### src/sv/bdfs_pkg.sv
// Shared constants, types and divisor table for the baud divider search.
package bdfs_pkg;

  // Field widths
  localparam int unsigned ClkW  = 30;
  localparam int unsigned TgtW  = 30;
  localparam int unsigned RateW = 28;
  localparam int unsigned ScW   = 4;
  localparam int unsigned PsW   = 2;
  localparam int unsigned CandW = ScW + PsW;

  // Divider widths: divisor up to 7 * 32768, quotient as wide as the clock
  localparam int unsigned DvsW  = 18;
  localparam int unsigned QuoW  = ClkW;
  localparam int unsigned StepW = $clog2(QuoW + 1);

  // Stream widths, padded to whole bytes
  localparam int unsigned InDataW  = ((TgtW + 7) / 8) * 8;
  localparam int unsigned OutW     = ScW + PsW + RateW;
  localparam int unsigned OutDataW = ((OutW + 7) / 8) * 8;

  localparam logic [ClkW-1:0]  ClkReset = ClkW'(100000000);
  localparam logic [CandW-1:0] CandLast = '1;

  typedef enum logic [2:0] {
    ST_IDLE,
    ST_START,
    ST_WAIT,
    ST_ERR,
    ST_CMP,
    ST_DONE
  } bdfs_state_e;

  // Prescaler table 2,3,5,7
  function automatic logic [2:0] prescale_val(input logic [PsW-1:0] idx);
    logic [2:0] v;
    unique case (idx)
      2'd0:    v = 3'd2;
      2'd1:    v = 3'd3;
      2'd2:    v = 3'd5;
      default: v = 3'd7;
    endcase
    return v;
  endfunction

  // Scaler table 2,4,6,8,16..32768
  function automatic logic [15:0] scale_val(input logic [ScW-1:0] idx);
    logic [15:0] v;
    unique case (idx)
      4'd0:    v = 16'd2;
      4'd1:    v = 16'd4;
      4'd2:    v = 16'd6;
      4'd3:    v = 16'd8;
      default: v = 16'd1 << idx;
    endcase
    return v;
  endfunction

  // Candidate divisor: prescaler index in the upper bits, scaler index below
  function automatic logic [DvsW-1:0] cand_divisor(input logic [CandW-1:0] cand);
    logic [DvsW-1:0] p;
    logic [DvsW-1:0] s;
    p = DvsW'(prescale_val(cand[CandW-1:ScW]));
    s = DvsW'(scale_val(cand[ScW-1:0]));
    return DvsW'(p * s);
  endfunction

endpackage

### src/sv/bdfs_div.sv
// Restoring divider, one quotient bit per cycle, shared by all candidates.
module bdfs_div (
  input  logic                     clk_i,
  input  logic                     rst_ni,
  input  logic                     start_i,
  input  logic [bdfs_pkg::QuoW-1:0] dividend_i,
  input  logic [bdfs_pkg::DvsW-1:0] divisor_i,
  output logic                     done_o,
  output logic [bdfs_pkg::QuoW-1:0] quotient_o
);
  import bdfs_pkg::*;

  logic             busy_q, busy_d;
  logic             done_q, done_d;
  logic [StepW-1:0] cnt_q, cnt_d;
  logic [DvsW-1:0]  rem_q, rem_d;
  logic [QuoW-1:0]  quo_q, quo_d;
  logic [DvsW-1:0]  dvs_q, dvs_d;

  logic [DvsW:0] trial;
  logic [DvsW:0] diff;
  logic          fits;

  // One shift-and-subtract step
  assign trial = {rem_q, quo_q[QuoW-1]};
  assign diff  = trial - {1'b0, dvs_q};
  assign fits  = trial >= {1'b0, dvs_q};

  always_comb begin
    busy_d = busy_q;
    done_d = 1'b0;
    cnt_d  = cnt_q;
    rem_d  = rem_q;
    quo_d  = quo_q;
    dvs_d  = dvs_q;
    if (start_i) begin
      busy_d = 1'b1;
      cnt_d  = StepW'(QuoW);
      rem_d  = '0;
      quo_d  = dividend_i;
      dvs_d  = divisor_i;
    end else if (busy_q) begin
      rem_d = fits ? diff[DvsW-1:0] : trial[DvsW-1:0];
      quo_d = {quo_q[QuoW-2:0], fits};
      cnt_d = cnt_q - StepW'(1);
      if (cnt_q == StepW'(1)) begin
        busy_d = 1'b0;
        done_d = 1'b1;
      end
    end
  end

  always_ff @(posedge clk_i or negedge rst_ni) begin
    if (!rst_ni) begin
      busy_q <= 1'b0;
      done_q <= 1'b0;
      cnt_q  <= '0;
    end else begin
      busy_q <= busy_d;
      done_q <= done_d;
      cnt_q  <= cnt_d;
    end
  end

  // Datapath, no reset
  always_ff @(posedge clk_i) begin
    rem_q <= rem_d;
    quo_q <= quo_d;
    dvs_q <= dvs_d;
  end

  assign done_o     = done_q;
  assign quotient_o = quo_q;

endmodule

### src/sv/baud_divider_best_fit_search.sv
// Every word is searched over all 64 candidates.
// Throughput: one word at a time; the 30-step shared divider sets the pace.
// A finished word waits in the output register while the next word is accepted.
// Reset (rst_ni low, asynchronous) clears control state and sets the clock
// register to 100000000.
module baud_divider_best_fit_search (
  input  logic                         clk_i,
  input  logic                         rst_ni,
  // configuration: module clock in hertz
  input  logic                         cfg_we_i,
  input  logic [bdfs_pkg::ClkW-1:0]     cfg_wdata_i,
  // input stream
  input  logic                         s_axis_tvalid,
  output logic                         s_axis_tready,
  input  logic [bdfs_pkg::InDataW-1:0]  s_axis_tdata,  // [29:0] target_rate
  // output stream
  output logic                         m_axis_tvalid,
  input  logic                         m_axis_tready,
  output logic [bdfs_pkg::OutDataW-1:0] m_axis_tdata   // [3:0] scaler_index,
                                                      // [5:4] prescaler_index,
                                                      // [33:6] achieved_rate
);
  import bdfs_pkg::*;

  bdfs_state_e state_q, state_d;

  logic [ClkW-1:0]  clk_hz_q;
  logic [TgtW-1:0]  target_q;
  logic [CandW-1:0] cand_q;
  logic [TgtW-1:0]  err_q;
  logic [RateW-1:0] rate_q;
  logic [TgtW-1:0]  best_err_q;
  logic [RateW-1:0] best_rate_q;
  logic [CandW-1:0] best_cand_q;
  logic             out_valid_q;
  logic [OutW-1:0]  out_data_q;

  logic            in_take;
  logic            div_start;
  logic            err_load;
  logic            cmp_en;
  logic            out_load;
  logic            out_free;
  logic            div_done;
  logic [QuoW-1:0] quotient;
  logic [TgtW-1:0] rate_ext;
  logic [TgtW-1:0] abs_err;
  logic            take_cand;

  // Shared divider
  bdfs_div u_div (
    .clk_i      (clk_i),
    .rst_ni     (rst_ni),
    .start_i    (div_start),
    .dividend_i (clk_hz_q),
    .divisor_i  (cand_divisor(cand_q)),
    .done_o     (div_done),
    .quotient_o (quotient)
  );

  assign out_free  = !out_valid_q || m_axis_tready;
  assign rate_ext  = TgtW'(quotient[RateW-1:0]);
  assign abs_err   = (target_q < rate_ext) ? (rate_ext - target_q) : (target_q - rate_ext);
  assign take_cand = (cand_q == '0) || (err_q < best_err_q);

  // Next state
  always_comb begin
    state_d = state_q;
    unique case (state_q)
      ST_IDLE:  if (s_axis_tvalid) state_d = ST_START;
      ST_START: state_d = ST_WAIT;
      ST_WAIT:  if (div_done) state_d = ST_ERR;
      ST_ERR:   state_d = ST_CMP;
      ST_CMP:   state_d = (cand_q == CandLast) ? ST_DONE : ST_START;
      ST_DONE:  if (out_free) state_d = ST_IDLE;
      default:  state_d = ST_IDLE;
    endcase
  end

  // Control outputs
  always_comb begin
    in_take   = 1'b0;
    div_start = 1'b0;
    err_load  = 1'b0;
    cmp_en    = 1'b0;
    out_load  = 1'b0;
    s_axis_tready = 1'b0;
    unique case (state_q)
      ST_IDLE: begin
        s_axis_tready = 1'b1;
        in_take       = s_axis_tvalid;
      end
      ST_START: div_start = 1'b1;
      ST_WAIT:  err_load  = div_done;
      ST_ERR:   ;
      ST_CMP:   cmp_en    = 1'b1;
      ST_DONE:  out_load  = out_free;
      default:  ;
    endcase
  end

  // Control registers
  always_ff @(posedge clk_i or negedge rst_ni) begin
    if (!rst_ni) begin
      state_q     <= ST_IDLE;
      clk_hz_q    <= ClkReset;
      cand_q      <= '0;
      out_valid_q <= 1'b0;
    end else begin
      state_q <= state_d;
      if (cfg_we_i) clk_hz_q <= cfg_wdata_i;
      if (in_take) begin
        cand_q <= '0;
      end else if (cmp_en && cand_q != CandLast) begin
        cand_q <= cand_q + CandW'(1);
      end
      if (out_load) begin
        out_valid_q <= 1'b1;
      end else if (m_axis_tready) begin
        out_valid_q <= 1'b0;
      end
    end
  end

  // Search datapath
  always_ff @(posedge clk_i) begin
    if (in_take) target_q <= s_axis_tdata[TgtW-1:0];
    if (err_load) begin
      rate_q <= quotient[RateW-1:0];
    end
    // error is computed from the held quotient in the cycle after done
    if (state_q == ST_ERR) err_q <= abs_err;
    if (cmp_en && take_cand) begin
      best_err_q  <= err_q;
      best_rate_q <= rate_q;
      best_cand_q <= cand_q;
    end
    if (out_load) begin
      out_data_q <= {best_rate_q, best_cand_q[CandW-1:ScW], best_cand_q[ScW-1:0]};
    end
  end

  assign m_axis_tvalid = out_valid_q;
  assign m_axis_tdata  = OutDataW'(out_data_q);

`ifndef SYNTHESIS
  // divider finishes only while the sequencer waits on it
  assert property (@(posedge clk_i) disable iff (!rst_ni)
    div_done |-> state_q == ST_WAIT)
    else $error("divider done outside wait state");

  // result is loaded only after the last candidate
  assert property (@(posedge clk_i) disable iff (!rst_ni)
    state_q == ST_DONE |-> cand_q == CandLast)
    else $error("search ended early");

  // best error never grows once the first candidate is in
  assert property (@(posedge clk_i) disable iff (!rst_ni)
    (cmp_en && cand_q != '0) |=> best_err_q <= $past(best_err_q))
    else $error("best error increased");

  // an accepted word starts the search at the first candidate
  assert property (@(posedge clk_i) disable iff (!rst_ni)
    in_take |=> (state_q == ST_START && cand_q == '0))
    else $error("search did not start");
`endif

endmodule

### config.mk
export PLATFORM = sky130hd
export DESIGN_NAME = baud_divider_best_fit_search
export DESIGN_NICKNAME = d
export VERILOG_FILES = /design/src/sv/bdfs_pkg.sv /design/src/sv/bdfs_div.sv /design/src/sv/baud_divider_best_fit_search.sv
export SDC_FILE = /design/constraint.sdc
export NUM_CORES = 1
export LEC_CHECK = 0
export BUFFER_PORTS_ARGS = -buffer_cell sky130_fd_sc_hd__buf_4
export CAP_MARGIN = 30
export CORE_MARGIN = 2
export CORE_UTILIZATION = 55
export CTS_BUF_LIST = sky130_fd_sc_hd__clkbuf_16
export DETAILED_ROUTE_END_ITERATION = 6
export HOLD_SLACK_MARGIN = 0.02
export PLACE_DENSITY = 0.84
export SKIP_LAST_GASP = 1
export SLEW_MARGIN = 20
export SYNTH_ARGS = -nofsm -noshare
export SYNTH_HDL_FRONTEND = slang
export SYNTH_SLANG_ARGS = --single-unit
### constraint.sdc
create_clock -name clk_i -period 6.1 [get_ports clk_i]
set_input_delay 0.61 -clock clk_i [delete_from_list [all_inputs] [get_ports clk_i]]
set_output_delay 0.61 -clock clk_i [all_outputs]
set_load 0.03 [all_outputs]
# Word level (Yosys, flattened, before mapping)
# Index checks and enable logic that the tools add are counted.
[totals] out_inout_bits=42 in_bits=67 elab_cells=85 ff_bits=299
[classes] n_addsub=5 n_mul=1 reduce_logical=13 eq_ne=16 mux=29 order_cmp=3 shift=1
[ops] operator="two-way mux 30 bit" count=3
[ops] operator="case mux 16 bit (4 select lines)" count=1
[ops] operator="< comparator 30 x 28 -> 1 bit" count=1
[ops] operator="< comparator 30 bit" count=1
[ops] operator="subtractor 28 x 30 -> 30 bit" count=1
[ops] operator="subtractor 30 x 28 -> 30 bit" count=1
[ops] operator="greater-or-equal comparator 19 x 18 -> 1 bit" count=1
[ops] operator="multiplier 3 x 16 -> 18 bit" count=1
[ops] operator="two-way mux 18 bit" count=1
[ops] operator="case mux 3 bit (6 select lines)" count=1
[ops] operator="subtractor 18 bit" count=1
[ops] operator="<< shifter 1 x 4 -> 16 bit, first input constant" count=1
[ops] operator="two-way mux 1 bit" count=14
[ops] operator="two-way mux 3 bit" count=4
[ops] operator="two-way mux 6 bit" count=2
[ops] operator="two-way mux 5 bit" count=2
[ops] operator="case mux 3 bit (3 select lines)" count=1
[ops] operator="equality test 4 x 2 -> 1 bit, second input constant" count=2
[ops] operator="adder 6 x 1 -> 6 bit, second input constant" count=1
[ops] operator="equality test 3 x 2 -> 1 bit, second input constant" count=2
[ops] operator="equality test 3 bit, second input constant" count=2
[ops] operator="equality test 6 bit, second input constant" count=1
[ops] operator="logical NOT 6 bit" count=1
[ops] operator="!= test 6 bit, second input constant" count=1
[ops] operator="other kinds (16)" count=21

# Longest topological paths before layout
# Gate-level depths: netlist of the first run.
[depth] word_depth=5 mapped_depth=18 mapped_depth_nobuf=17

# By module
# A second synthesis of the first run with hierarchy kept.
[unflattened] hier_cells=1454 area_unflattened_um2=16583.4
[modules_own_cells] mod="baud_divider_best_fit_search" cells_each=1106 seq_area_each_um2=6601.3 n_inst=1 area_per_inst_um2=12628.4
[modules_own_cells] mod="bdfs_div" cells_each=348 seq_area_each_um2=1976.9 n_inst=1 area_per_inst_um2=3955.0

# Worst setup path before layout of the first run
# Ideal clock, no wire load.
[synth_path] path_kind="flip-flop to flip-flop" start="register err_q[1]" end="register best_cand_q[0], enable pin" slack_ns=0.406 path_buffers=0 stages_incl_launch_ff=10 setup_ns=0.524 t_required_ns=5.576 synth_period_minus_slack_ns=5.694 arrival_ns=5.170 path_cell_list="edfxtp_1 > ha_1 > a21o_1 > a21oi_1 > nor2b_1 > o21ai_0 > nand2b_1 > a2111oi_0 > o21ai_0 > a31oi_1"
[synth_via] elab_chain_cells=3
[synth_rtl] item="start, declared" line="baud_divider_best_fit_search.sv:30" source="logic [TgtW-1:0] err_q;"
[synth_rtl] item="start signal, assigned" line="baud_divider_best_fit_search.sv:132" source="if (state_q == ST_ERR) err_q <= abs_err;"
[synth_rtl] item="< comparator 30 bit" line="baud_divider_best_fit_search.sv:64" source="assign take_cand = (cand_q == '0) || (err_q < best_err_q);"
[synth_rtl] item="logical OR 1 bit" line="baud_divider_best_fit_search.sv:64"
[synth_rtl] item="logical AND 1 bit" line="baud_divider_best_fit_search.sv:133" source="if (cmp_en && take_cand) begin"
[synth_rtl] item="end signal, assigned" line="baud_divider_best_fit_search.sv:136" source="best_cand_q <= cand_q;"
[synth_rtl] item="end, declared" line="baud_divider_best_fit_search.sv:34" source="logic [CandW-1:0] best_cand_q;"
# No other way between the ends.
# A chain may end at the register's enable or synchronous reset.

# Final worst setup path of the first run
[layout_path] start="register cand_q[0]" end="register u_div.dvs_q[16], data pin"
[layout_via] elab_chain_cells=3 word_cells_on_any_way=7 cone_classes="1 x mul; 3 x eq/ne; 1 x shift; 1 x mux; 1 x reduce/logical"
[layout_rtl] item="start, declared" line="baud_divider_best_fit_search.sv:29" source="logic [CandW-1:0] cand_q;"
[layout_rtl] item="start signal, assigned" line="baud_divider_best_fit_search.sv:115" source="cand_q <= cand_q + CandW'(1);"
[layout_rtl] item="equality test 4 x 2 -> 1 bit, or another cell as far along" line="bdfs_pkg.sv:49" source="unique case (idx)"
[layout_rtl] item="case mux 16 bit (4 select lines) *" line="bdfs_pkg.sv:49"
[layout_rtl] item="multiplier 3 x 16 -> 18 bit *" line="bdfs_pkg.sv:65" source="return DvsW'(p * s);"
[layout_rtl] item="via u_div.divisor_i, one bit" line="bdfs_div.sv:7" source="input logic [bdfs_pkg::DvsW-1:0] divisor_i,"
[layout_rtl] item="end signal, assigned" line="bdfs_div.sv:69" source="dvs_q <= dvs_d;"
[layout_rtl] item="end, declared" line="bdfs_div.sv:18" source="logic [DvsW-1:0] dvs_q, dvs_d;"
# Mark *: on every way through the listed nets, which the timed path passes. The rest lies on a longest branch.

==> metrics.md, run 1 <==
| Metric | Value |
|---|---|
| Run status | `finished clean` |
| Synth Cell Area | `roughly 16,000 µm²` |
| H-tree levels | `1` |
| Io pins | `109` |
| Total GRT Usage | `23.2%` |
| R2r setup slk | `1.79 ns` |
| Via count | `11,139` |
| Wire per inst | `18.1 µm` |
| Cells after Synth | `~1,500` |
| Final critical-path share of the clock period | `a little over two thirds` |
| First-pass GRT wire length | `57,600 µm` |
| Setup TNS | `0 ns` |
| Largest family of logic cells by synthesized area | `compound AO/OA/AOI/OAI gates` |
| R2R depth | `17` |
| Average size of a mapped cell | `11.2 µm²` |
| Pre-CTS setup slack | `1.81 ns` |
| Worst path required time | `6.41 ns` |
| CTS resizes | `0` |
| Flop pwr share | `35.4%` |
| Mux contribution to synthesized area | `3.33%` |
| CTS tree | `built` |
| MaxCap Viol Count | `0` |
| Commonest non-fill, non-tap cells in the layout | `edfxtp_1 (234), inv_1 (163), ha_1 (128), nand2_1 (121), o21ai_0 (112)` |
| DRT Pass-1 Iters | `6` |
| Int Pwr | `5.54 mW` |
| CTS Buf Count | `30` |
| Final Hold Vio Count | `0` |
| Minimum clock period | `4.31 ns` |
| Post-CTS Setup Bufs | `0` |
| Nets | `about 1,800` |
| Post-synthesis sequential area ratio | `52.2%` |
| Worst-path clk slew | `0.06 ns` |
| Share of post-route cells with drive strength above 1 | `15.1%` |
| Post-synth top area share | `42.7%` |
| FF-to-FF End | `u_div.dvs_q[16]` |
| Final GP Congestion | `0.884` |
| Unique masters post-synth | `just over 80` |
| Clock Latency Late Sink | `roughly 0.56 ns` |
| Largest net degree at the start of global routing | `72` |
| Post-Synth Simple-Gate Area | `a little under a tenth` |
| Rel. slew slack | `between 40 and 50%` |
| Final ANT Viol Nets | `0` |
| R2r startpoint | `cand_q[0]` |
| Critical path arrival | `around 4.6 ns` |
| # hold bufs at CTS | `0` |
| Switching Share | `39.1%` |
| Power Total | `between 9 and 10 mW` |
| Initial antenna violation count | `0` |
| FILL cells | `2,292` |
| Seq cells post-synth | `299` |
| Kind of critical path | `flop to flop` |
| Core area | `slightly below 30,000 µm²` |
| CTS max path bufs | `3` |
| Slew Limit Fails | `0` |
| Vias in the first global route | `~11,000` |
| # rows | `63` |
| DP Wirelength | `25,400 µm` |
| Post-route setup slack | `1.79 ns` |
| Remaining DRCs | `0` |
| Ys Warns | `0` |
| Global route total overflow | `0` |
| RSZ-0062 raised after global routing | `false` |
| Die Wd | `177 µm` |
| Async SR Flop Fraction | `15.7%` |
| Xor-xnor portion of the synthesized cell area | `3.41%` |
| Adder-Cell Fraction of Synth Area | `between 10% and 20%` |
| Final Core Density | `62.4%` |
| Buffers on Ports | `100` |
| Worst VDD drop | `0.000320 V` |
| Synth area leader | `edfxtp_1` |
| Total routed wirelength | `~36,000 µm` |
| Final setup viols | `0` |
| DIE AREA | `31,300 µm²` |
| Most used DFF post-synth | `edfxtp_1` |
| Worst slew pin tran | `0.826 ns` |
| Compound-Gate Fraction of Synth Area | `14.0%` |
| Initial Util | `55.6%` |
| Critical Path Fanout Max | `6` |
| Die Ht | `177 µm` |
| Pleak | `7.81 nW` |
| Crit. End Element | `flop` |
| Number of synthesized flops with an enable pin | `234` |
| CTS sink cnt | `299` |
| Power Density | `about 490 nW/µm²` |
| Initial DRC count | `about 800` |
| Synth area leaders | `edfxtp_1 (43%), ha_1 (9.7%), dfrtp_1 (5.3%)` |
| Clk pwr share | `19.8%` |
| CTS root buf | `clkbuf_16` |
| Setup Skew | `0.0181 ns` |
| Commonest non-fill, non-tap cell in the layout | `edfxtp_1` |
| Startpoint types | `flop` |
| Fmax | `232 MHz` |
| Routed vias/inst | `approximately 5.7` |
| P&R area growth vs syn | `12.2%` |
| P_sw | `3.57 mW` |
| Hold Path Class | `input pin to asynchronous set/reset pin` |
| Comb power frac | `44.8%` |
| N_diodes | `0` |
power groups by stage:
stage	Combinational (mW)	Sequential, mW	Clock, mW
floorplan	3.20	3.15	0
global placement	3.88	3.24	0
detailed placement	4.01	3.25	0
CTS	4.04	3.22	1.84
global route	4.55	3.28	1.93
finish	4.08	3.22	1.81
sequential cells by signal (all words and copies together) (netlist names):
signal,count
rate_q,28
u_div.done_o,1
best_cand_q,6
clk_hz_q,30
u_div.cnt_q,5
u_div.dvs_q,18
state_q,3
m_axis_tvalid,1
u_div.busy_q,1
err_q,30
u_div.rem_q,18
out_data_q,34
best_rate_q,28
cand_q,6
target_q,30
u_div.quotient_o,30
best_err_q,30
kinds of logic (layout without fill, tap and decap cells):
| kind of cell | after synthesis | in the layout |
|---|---|---|
| AO/OA/AOI/OAI | 360 | 360 |
| XOR/XNOR | 64 | 64 |
| adder cells (fa/ha/maj) | 146 | 146 |
| buffers and inverters | 222 | 325 |
| flip-flops | 299 | 299 |
| multiplexers | 51 | 51 |
| other | 1 | 9 |
| AND/OR/NAND/NOR | 324 | 324 |
worst max-delay path, cell delays in order, from the launching register on:
cell and delay, ns:
dfrtp_1 0.42, ha_1 0.29, ha_1 0.26, mux2i_1 0.11
nor2_1 0.16, o21ai_0 0.13, fa_1 0.52, inv_1 0.07
fa_1 0.46, a21o_1 0.19, a21oi_1 0.21, o21ai_0 0.11
a21oi_1 0.34, o21a_1 0.19, o21ai_0 0.14, a21o_1 0.21
a21oi_1 0.16, xnor2_1 0.08
cell usage after synthesis (all sizes together), types with 14 or more instances:
cell and n:
a21oi 109, a211oi 18, ha 128, nor2 78
mux2i 21, xor2 26, nor3 18, o21ai 119
dfrtp 35, clkbuf 32, dfxtp 18, nand3 31
fa 18, xnor2 38, nand2 122, a21o 36
mux2 30, inv 157, buf 32, edfxtp 234
nand4 14
per-stage QoR:
step	instances	hold slack, ns	area (µm²)
2_1_floorplan	1475	0.314	16500
3_3_place_gp	1910	0.402	17400
3_5_place_dp	1911	0.405	17500
4_1_cts	1967	0.0955	18400
5_1_grt	1968	0.125	18500
6_report	1968	0.0676	18500
area by class of cell:
class / count / area [µm²] / share of cell area, %
multi-input cells: 954 / 6960 / 37.7
well taps: 390 / 488 / 2.64
inverters: 158 / 593 / 3.21
clock inverters: 24 / 178 / 0.963
flip-flops and latches: 299 / 8580 / 46.5
clock buffers: 32 / 801 / 4.34
repair buffers: 111 / 857 / 4.65
how the worst max path moves through the flow:
stage | from | slack [ns] | cells past startpoint | to
final | cand_q[0] | 1.79 | 17 | u_div.dvs_q[16]
after global routing | cand_q[0] | 1.40 | 17 | u_div.dvs_q[16]
after CTS | cand_q[0] | 1.80 | 17 | u_div.dvs_q[16]
after detailed placement | cand_q[0] | 1.81 | 17 | u_div.dvs_q[16]
after global placement | cand_q[0] | 1.83 | 17 | u_div.dvs_q[16]
after floorplan | err_q[1] | 0.41 | 9 | best_cand_q[0]
routing by layer:
layer	up-vias	GRT usage, %	wire length (µm)
met5	-	0	0
met4	0	7.13	1040
met3	60	3.26	1940
met2	342	39.3	17300
met1	5375	31.0	15200
li1	5362	-	-
Note: power is estimated with default switching activity, not from simulation.
==> run 2: changes to the inputs <==
- CORE_UTILIZATION: 55 -> 61
- PLACE_DENSITY: 0.84 -> 0.88
- clock period: 6.1 -> 4.1 ns (I/O delays scaled with it)
==> run 2 against run 1 <==
Against the previous run: worst setup slack worse by 1.7 ns; first-iteration DRC count grew 8.5%; largest cell class unchanged; largest power group unchanged; critical path depth stayed put; register-to-register slack lost 1.7 ns; die area is 9.6% lower; count of clock-buffer cells in the layout down 3; critical path type unchanged; total power up 51%; critical endpoint unchanged; worst hold slack lost 0.035 ns; core utilization grew 7.0 points; highest routed layer unchanged; global-route usage increased by 2.9 points; combinational power is 51% higher; cell count fell by 1.6%.
==> metrics.md, run 2 (synthesized netlist as in run 1, its figures left out) <==
| Metric | Value |
|---|---|
| Final critical-path share of the clock period | `97.4% (+27 points)` |
| RSZ-0062 raised after global routing | `true` |
| Setup Skew | `0.0141 ns (-0.00396 ns)` |
| Run status | `finished clean` |
| Total routed wirelength | `36,800 µm (+3.4%)` |
| Post-CTS Setup Bufs | `0 (unchanged)` |
| Flop pwr share | `35.0% (-0.4 points)` |
| Wire per inst | `19.0 µm (+5.1%)` |
| Io pins | `109 (unchanged)` |
| Pleak | `7.88 nW (+0.96%)` |
| Global route total overflow | `0 (unchanged)` |
| Setup TNS | `0 ns (unchanged)` |
| Crit. End Element | `flop` |
| Int Pwr | `8.37 mW (+51%)` |
| P&R area growth vs syn | `12.9%` |
| Routed vias/inst | `5.93 (+4.8%)` |
| Die Ht | `168 µm (-4.9%)` |
| Final Core Density | `69.4% (+7.0 points)` |
| CTS tree | `built` |
| Remaining DRCs | `0 (unchanged)` |
| Worst path required time | `4.41 ns (-2.00 ns)` |
| CTS max path bufs | `3 (unchanged)` |
| Worst VDD drop | `0.000443 V (+38%)` |
| Clock Latency Late Sink | `0.55 ns (about the same)` |
| Commonest non-fill, non-tap cells in the layout | `edfxtp_1 (234), inv_1 (159), ha_1 (128), buf_4 (126), nand2_1 (121)` |
| Total GRT Usage | `26.0% (+2.9 points)` |
| Initial DRC count | `871 (+8.5%)` |
| Buffers on Ports | `100 (unchanged)` |
| Worst Setup SP | `cand_q[0]` |
| R2r startpoint | `cand_q[0]` |
| First-pass GRT wire length | `58,200 µm (+1.0%)` |
| Final setup viols | `0 (unchanged)` |
| Power Density | `739 nW/µm² (+50%)` |
| Crit path top cell by count | `o21ai_0` |
| MaxCap Viol Count | `0 (unchanged)` |
| Critical path arrival | `4.30 ns (-0.31 ns)` |
| Hold Path Class | `input pin to flop` |
| Commonest non-fill, non-tap cell in the layout | `edfxtp_1` |
| Critical Path Fanout Max | `6 (unchanged)` |
| H-tree levels | `1 (unchanged)` |
| Worst-path clk slew | `0.07 ns (about the same)` |
| Comb power frac | `45.1% (+0.3 points)` |
| Crit path to | `u_div.dvs_q[16]` |
| Rel. slew slack | `41.9% (-2.6 points)` |
| Reg with most FFs | `out_data_q` |
| Worst path cell trace | `ha_1, ha_1, mux2i_1, nor2_1, o21ai_0, fa_1, inv_1, fa_1, a21o_1, a21oi_2, o21ai_0, a21oi_2, o21a_1, o21ai_0, a21o_1, a21oi_1, xnor2_1` |
| Final Hold Vio Count | `0 (unchanged)` |
| Core area | `26,700 µm² (-9.6%)` |
| DP Wirelength | `26,000 µm (+2.6%)` |
| CTS Buf Count | `29 (-3.3%)` |
| Largest net degree at the start of global routing | `59 (-18%)` |
| Nets | `1,787 (+1.1%)` |
| Slew Limit Fails | `0 (unchanged)` |
| Final ANT Viol Nets | `0 (unchanged)` |
| Crit path largest cell delay | `0.52 ns (about the same)` |
| Minimum clock period | `3.99 ns (-0.314 ns)` |
| DIE AREA | `28,300 µm² (-9.6%)` |
| Share of post-route cells with drive strength above 1 | `16.2% (+1.1 points)` |
| Placed Instances | `1,879 (-1.7%)` |
| Initial Util | `61.5% (+5.9 points)` |
| Kind of critical path | `flop to flop` |
| P_sw | `5.34 mW (+50%)` |
| Max reg flops | `34 (unchanged)` |
| DRT Pass-1 Iters | `6 (unchanged)` |
| Vias in the first global route | `11,402 (+0.71%)` |
| Clk pwr share | `19.9% (about the same)` |
| R2r setup slk | `0.11 ns (-1.69 ns)` |
| # rows | `60 (-4.8%)` |
| Fmax | `250 MHz (+7.9%)` |
| FF-to-FF End | `u_div.dvs_q[16]` |
| Worst slew pin tran | `0.871 ns (+0.0447 ns)` |
| Final GP Congestion | `0.899 (+1.7%)` |
| Final Non-Filler Cells | `1,937 (-1.6%)` |
| Initial antenna violation count | `1 (+1)` |
| Startpoint types | `flop` |
| CTS root buf | `clkbuf_16` |
| Via count | `11,485 (+3.1%)` |
| Switching Share | `39.0% (-0.17 points)` |
| R2R depth | `17 (unchanged)` |
| CTS sink cnt | `299 (unchanged)` |
| Die Wd | `168 µm (-4.9%)` |
| Slowest-stage cell, CP | `fa_1` |
[run 2: cell types whose count changed in the layout (fill, tap and decap cells not counted), sizes merged]
cell         delta
buf            +17
bufinv          +3
clkbuf          -3
diode           +1
dlygate4sd3     +4
inv             -4
[run 2: layer usage]
layer	wire (µm)	track usage, %	part of all wire (%)	vias up
li1	-	-	-	5393
met1	15200	33.3	41	5605
met2	18000	45.1	49	401
met3	2040	3.39	5.6	86
met4	1520	10.9	4.1	0
met5	0	0	0	-
[run 2: per-stage QoR]
stage	instance area [µm²]	setup slack, ns	power, mW	hold WS, ns
after floorplan	16500	0.283	9.44	0.114
after global placement	17500	0.260	10.6	0.400
after detailed placement	17500	0.0908	10.8	0.405
after CTS	18500	0.0654	13.7	0.0220
after global routing	18600	-0.0908	14.6	0.0214
final	18600	0.107	13.7	0.0329
[run 2: how the worst min path moves through the flow]
stage	depth (start not counted)	from	slack, ns	end
floorplan	0	rst_ni	0.11	cand_q[0]
global placement	0	best_rate_q[9]	0.40	out_data_q[15]
detailed placement	0	rate_q[1]	0.40	best_rate_q[1]
CTS	1	s_axis_tdata[3]	0.02	target_q[3]
global route	1	s_axis_tdata[27]	0.02	target_q[27]
finish	1	s_axis_tdata[0]	0.03	target_q[0]
[run 2: cell type report]
| class | instances | area, µm² |
|---|---|---|
| clock inverters | 23 | 246 |
| fillers | 1904 | 8170 |
| flip-flops and latches | 299 | 8580 |
| well taps | 341 | 427 |
| clock buffers | 29 | 726 |
| diodes | 1 | 2.50 |
| inverters | 158 | 593 |
| repair buffers | 132 | 1010 |
| multi-input cells | 954 | 6970 |
[run 2: what timing repair did]
action / CTS / global route
hold buffers: 4 / 0
endpoints found under the setup margin: 0 / 3
endpoints found under the hold margin: 38 / 0
gates resized for setup: 0 / 6
[run 2: worst max-delay path, delay by kind of cell (launching register included)]
kind,cells,cell delay (ns)
xor+xnor,1,0.08
buf+inv,1,0.07
fa+ha+maj,4,1.36
simple gates,1,0.17
mux,1,0.08
flops,1,0.42
compound gates,9,1.56
[run 2: power by group through the flow]
stage / Sequential [mW] / Combinational (mW) / Clock [mW]
CTS: 4.79 / 6.12 / 2.77
global placement: 4.79 / 5.81 / 0
global route: 4.87 / 6.83 / 2.88
detailed placement: 4.83 / 6.01 / 0
floorplan: 4.67 / 4.77 / 0
finish: 4.80 / 6.18 / 2.73
==> run 3: changes to the inputs <==
--- a/config.mk
+++ b/config.mk
@@ -12,2 +12,3 @@
 export CTS_BUF_LIST = sky130_fd_sc_hd__clkbuf_16
+export CTS_CLUSTER_SIZE = 40
 export DETAILED_ROUTE_END_ITERATION = 6
==> constraint.sdc (replaced) <==
create_clock -name clk_i -period 4.1 [get_ports clk_i]
set_input_delay 0.82 -clock clk_i [delete_from_list [all_inputs] [get_ports clk_i]]
set_output_delay 0.82 -clock clk_i [all_outputs]
set_load 0.03 [all_outputs]
==> run 3 against run 2 <==
Against the previous run: total power about the same; global-route usage is 0.11 points lower; core utilization is 0.061 points higher; combinational power about the same; flip-flop and latch count is the same; critical path type unchanged.
==> metrics.md, run 3 (synthesized netlist as in run 1, its figures left out) <==
| Metric | Value |
|---|---|
| Initial DRC count | `1,086 (+25%)` |
| Int Pwr | `8.34 mW (-0.36%)` |
| R2r startpoint | `cand_q[1]` |
| Vias in the first global route | `11,337 (-0.57%)` |
| Total routed wirelength | `36,400 µm (-1.1%)` |
| Worst-path clk slew | `0.06 ns (about the same)` |
| Core area | `26,700 µm² (unchanged)` |
| Total GRT Usage | `25.9% (-0.11 points)` |
| Crit. End Element | `flop` |
| R2r setup slk | `0.21 ns (+0.10 ns)` |
| Switching Share | `39.2% (+0.25 points)` |
| Reg with most FFs | `out_data_q` |
| FILL cells | `1,848 (-2.9%)` |
| First-pass GRT wire length | `58,600 µm (+0.62%)` |
| Initial antenna violation count | `1 (unchanged)` |
| R2R depth | `17 (unchanged)` |
| Clk pwr share | `20.0% (about the same)` |
| Comb power frac | `45.1% (about the same)` |
| Worst path required time | `4.41 ns (about the same)` |
| Remaining DRCs | `0 (unchanged)` |
| Rel. slew slack | `54.8% (+13 points)` |
| Area of the multi-input gates | `6970 µm² (about the same)` |
| Clock Latency Late Sink | `0.56 ns (about the same)` |
| WHS | `0.272 ns (+0.239 ns)` |
| Flop pwr share | `34.9% (about the same)` |
| Hold Path Class | `input pin to asynchronous set/reset pin` |
| Critical path arrival | `4.20 ns (-0.10 ns)` |
| CTS tree | `built` |
| Final critical-path share of the clock period | `94.9% (-2.5 points)` |
| Initial Util | `61.5% (unchanged)` |
| Final GP Congestion | `0.892 (-0.78%)` |
| Final Hold Vio Count | `0 (unchanged)` |
| Commonest non-fill, non-tap cell in the layout | `edfxtp_1` |
| DP Wirelength | `26,200 µm (+0.66%)` |
| Nets | `1,787 (unchanged)` |
| Largest net degree at the start of global routing | `48 (-19%)` |
| Register area | `8580 µm² (about the same)` |
| P&R area growth vs syn | `13.0% (about the same)` |
| FF-to-FF End | `u_div.dvs_q[16]` |
| Final ANT Viol Nets | `0 (unchanged)` |
| P_sw | `5.38 mW (+0.71%)` |
| Share of post-route cells with drive strength above 1 | `16.6% (+0.47 points)` |
| # rows | `60 (unchanged)` |
| Final setup viols | `0 (unchanged)` |
| Kind of critical path | `flop to flop` |
| Routed vias/inst | `5.87 (-1.1%)` |
| Worst VDD drop | `0.000522 V (+18%)` |
| H-tree levels | `1 (unchanged)` |
| Max reg flops | `34 (unchanged)` |
| Buffers on Ports | `100 (unchanged)` |
| Pleak | `7.90 nW (+0.24%)` |
| CTS max path bufs | `3 (unchanged)` |
| Crit path to | `u_div.dvs_q[16]` |
| Run status | `finished clean` |
| Post-route setup slack | `0.208 ns (+0.101 ns)` |
| Pre-CTS setup slack | `0.127 ns (+0.0360 ns)` |
| # hold bufs at CTS | `0 (-4)` |
| DRT Pass-1 Iters | `5 (-1)` |
| Placed inst area | `17,500 µm² (about the same)` |
| CTS Buf Count | `30 (+3.4%)` |
| Wire per inst | `18.7 µm (-1.3%)` |
| Power Density | `739 nW/µm² (about the same)` |
| Startpoint types | `flop` |
| Design Area, Final | `18,600 µm² (about the same)` |
| Die Ht | `168 µm (unchanged)` |
| Setup Skew | `0.00987 ns (-0.00423 ns)` |
| DIE AREA | `28,300 µm² (unchanged)` |
| Die Wd | `168 µm (unchanged)` |
| Power Total | `13.7 mW (about the same)` |
| MaxCap Viol Count | `0 (unchanged)` |
| Via count | `11,381 (-0.91%)` |
| Critical Path Fanout Max | `5 (-1)` |
| CTS root buf | `clkbuf_16` |
| Commonest non-fill, non-tap cells in the layout | `edfxtp_1 (234), inv_1 (160), buf_4 (129), ha_1 (127), nand2_1 (121)` |
| Slew Limit Fails | `0 (unchanged)` |
| Global route total overflow | `0 (unchanged)` |
| Minimum clock period | `3.89 ns (-0.101 ns)` |
| Fmax | `257 MHz (+2.6%)` |
| Worst Setup SP | `cand_q[1]` |
| Io pins | `109 (unchanged)` |
| CTS sink cnt | `299 (unchanged)` |
| Worst slew pin tran | `0.678 ns (-0.193 ns)` |
[run 3: timing repair]
item / 4_1_cts / 5_1_grt
resized for setup: 0 / 5
setup buffers: 0 / 2
setup endpoints to repair: 0 / 5
[run 3: how the worst min path moves through the flow]
| stage | to | slack [ns] | cells after the start |
|---|---|---|---|
| global placement | out_data_q[17] | 0.40 | 0 |
| floorplan | best_rate_q[0] | 0.40 | 0 |
| detailed placement | best_rate_q[13] | 0.40 | 0 |
| global route | u_div.cnt_q[2] | 0.32 | 1 |
| finish | u_div.cnt_q[3] | 0.27 | 1 |
| CTS | u_div.cnt_q[1] | 0.31 | 1 |
[run 3: metal layers]
metal	part of all wire [%]	global-route usage, %	vias up
li1	-	-	5412
met1	43	34.1	5543
met2	50	45.6	363
met4	2.3	7.72	0
met3	4.7	3.01	63
met5	0	0	-
[run 3: cell type report]
type | instances | area share (%)
Sequential cell | 299 | 46.2
Multi-Input combinational cell | 954 | 37.5
Clock buffer | 33 | 4.45
Inverter | 158 | 3.19
Timing Repair Buffer | 131 | 5.35
Antenna cell | 1 | 0.0135
Clock inverter | 23 | 0.984
Tap cell | 341 | 2.30
[run 3: per-stage QoR]
step | std cells | utilization, % | TNS [ns]
floorplan | 1475 | - | 0
global placement | 1879 | 65.5 | 0
detailed placement | 1880 | 65.6 | 0
CTS | 1936 | 69.4 | 0
global route | 1940 | 69.5 | -0.00497
finish | 1940 | 69.5 | 0
[run 3: power groups by stage]
| stage | combinational (mW) | clock (mW) | sequential, mW |
|---|---|---|---|
| floorplan | 4.77 | 0 | 4.67 |
| global route | 6.82 | 2.91 | 4.87 |
| detailed placement | 6.03 | 0 | 4.83 |
| CTS | 6.10 | 2.79 | 4.78 |
| finish | 6.18 | 2.74 | 4.80 |
| global placement | 5.83 | 0 | 4.79 |
[run 3: worst max-delay path, cell delays in order, from the launching register on]
cell,delay [ns]
dfrtp_1,0.42
ha_1,0.20
ha_1,0.19
mux2i_1,0.08
nor2_1,0.14
o21ai_0,0.14
fa_1,0.51
inv_1,0.07
fa_1,0.44
a21o_1,0.19
a21oi_1,0.20
o21ai_0,0.14
a21oi_2,0.19
o21a_1,0.17
o21ai_0,0.12
a21o_1,0.20
a21oi_1,0.16
xnor2_1,0.08
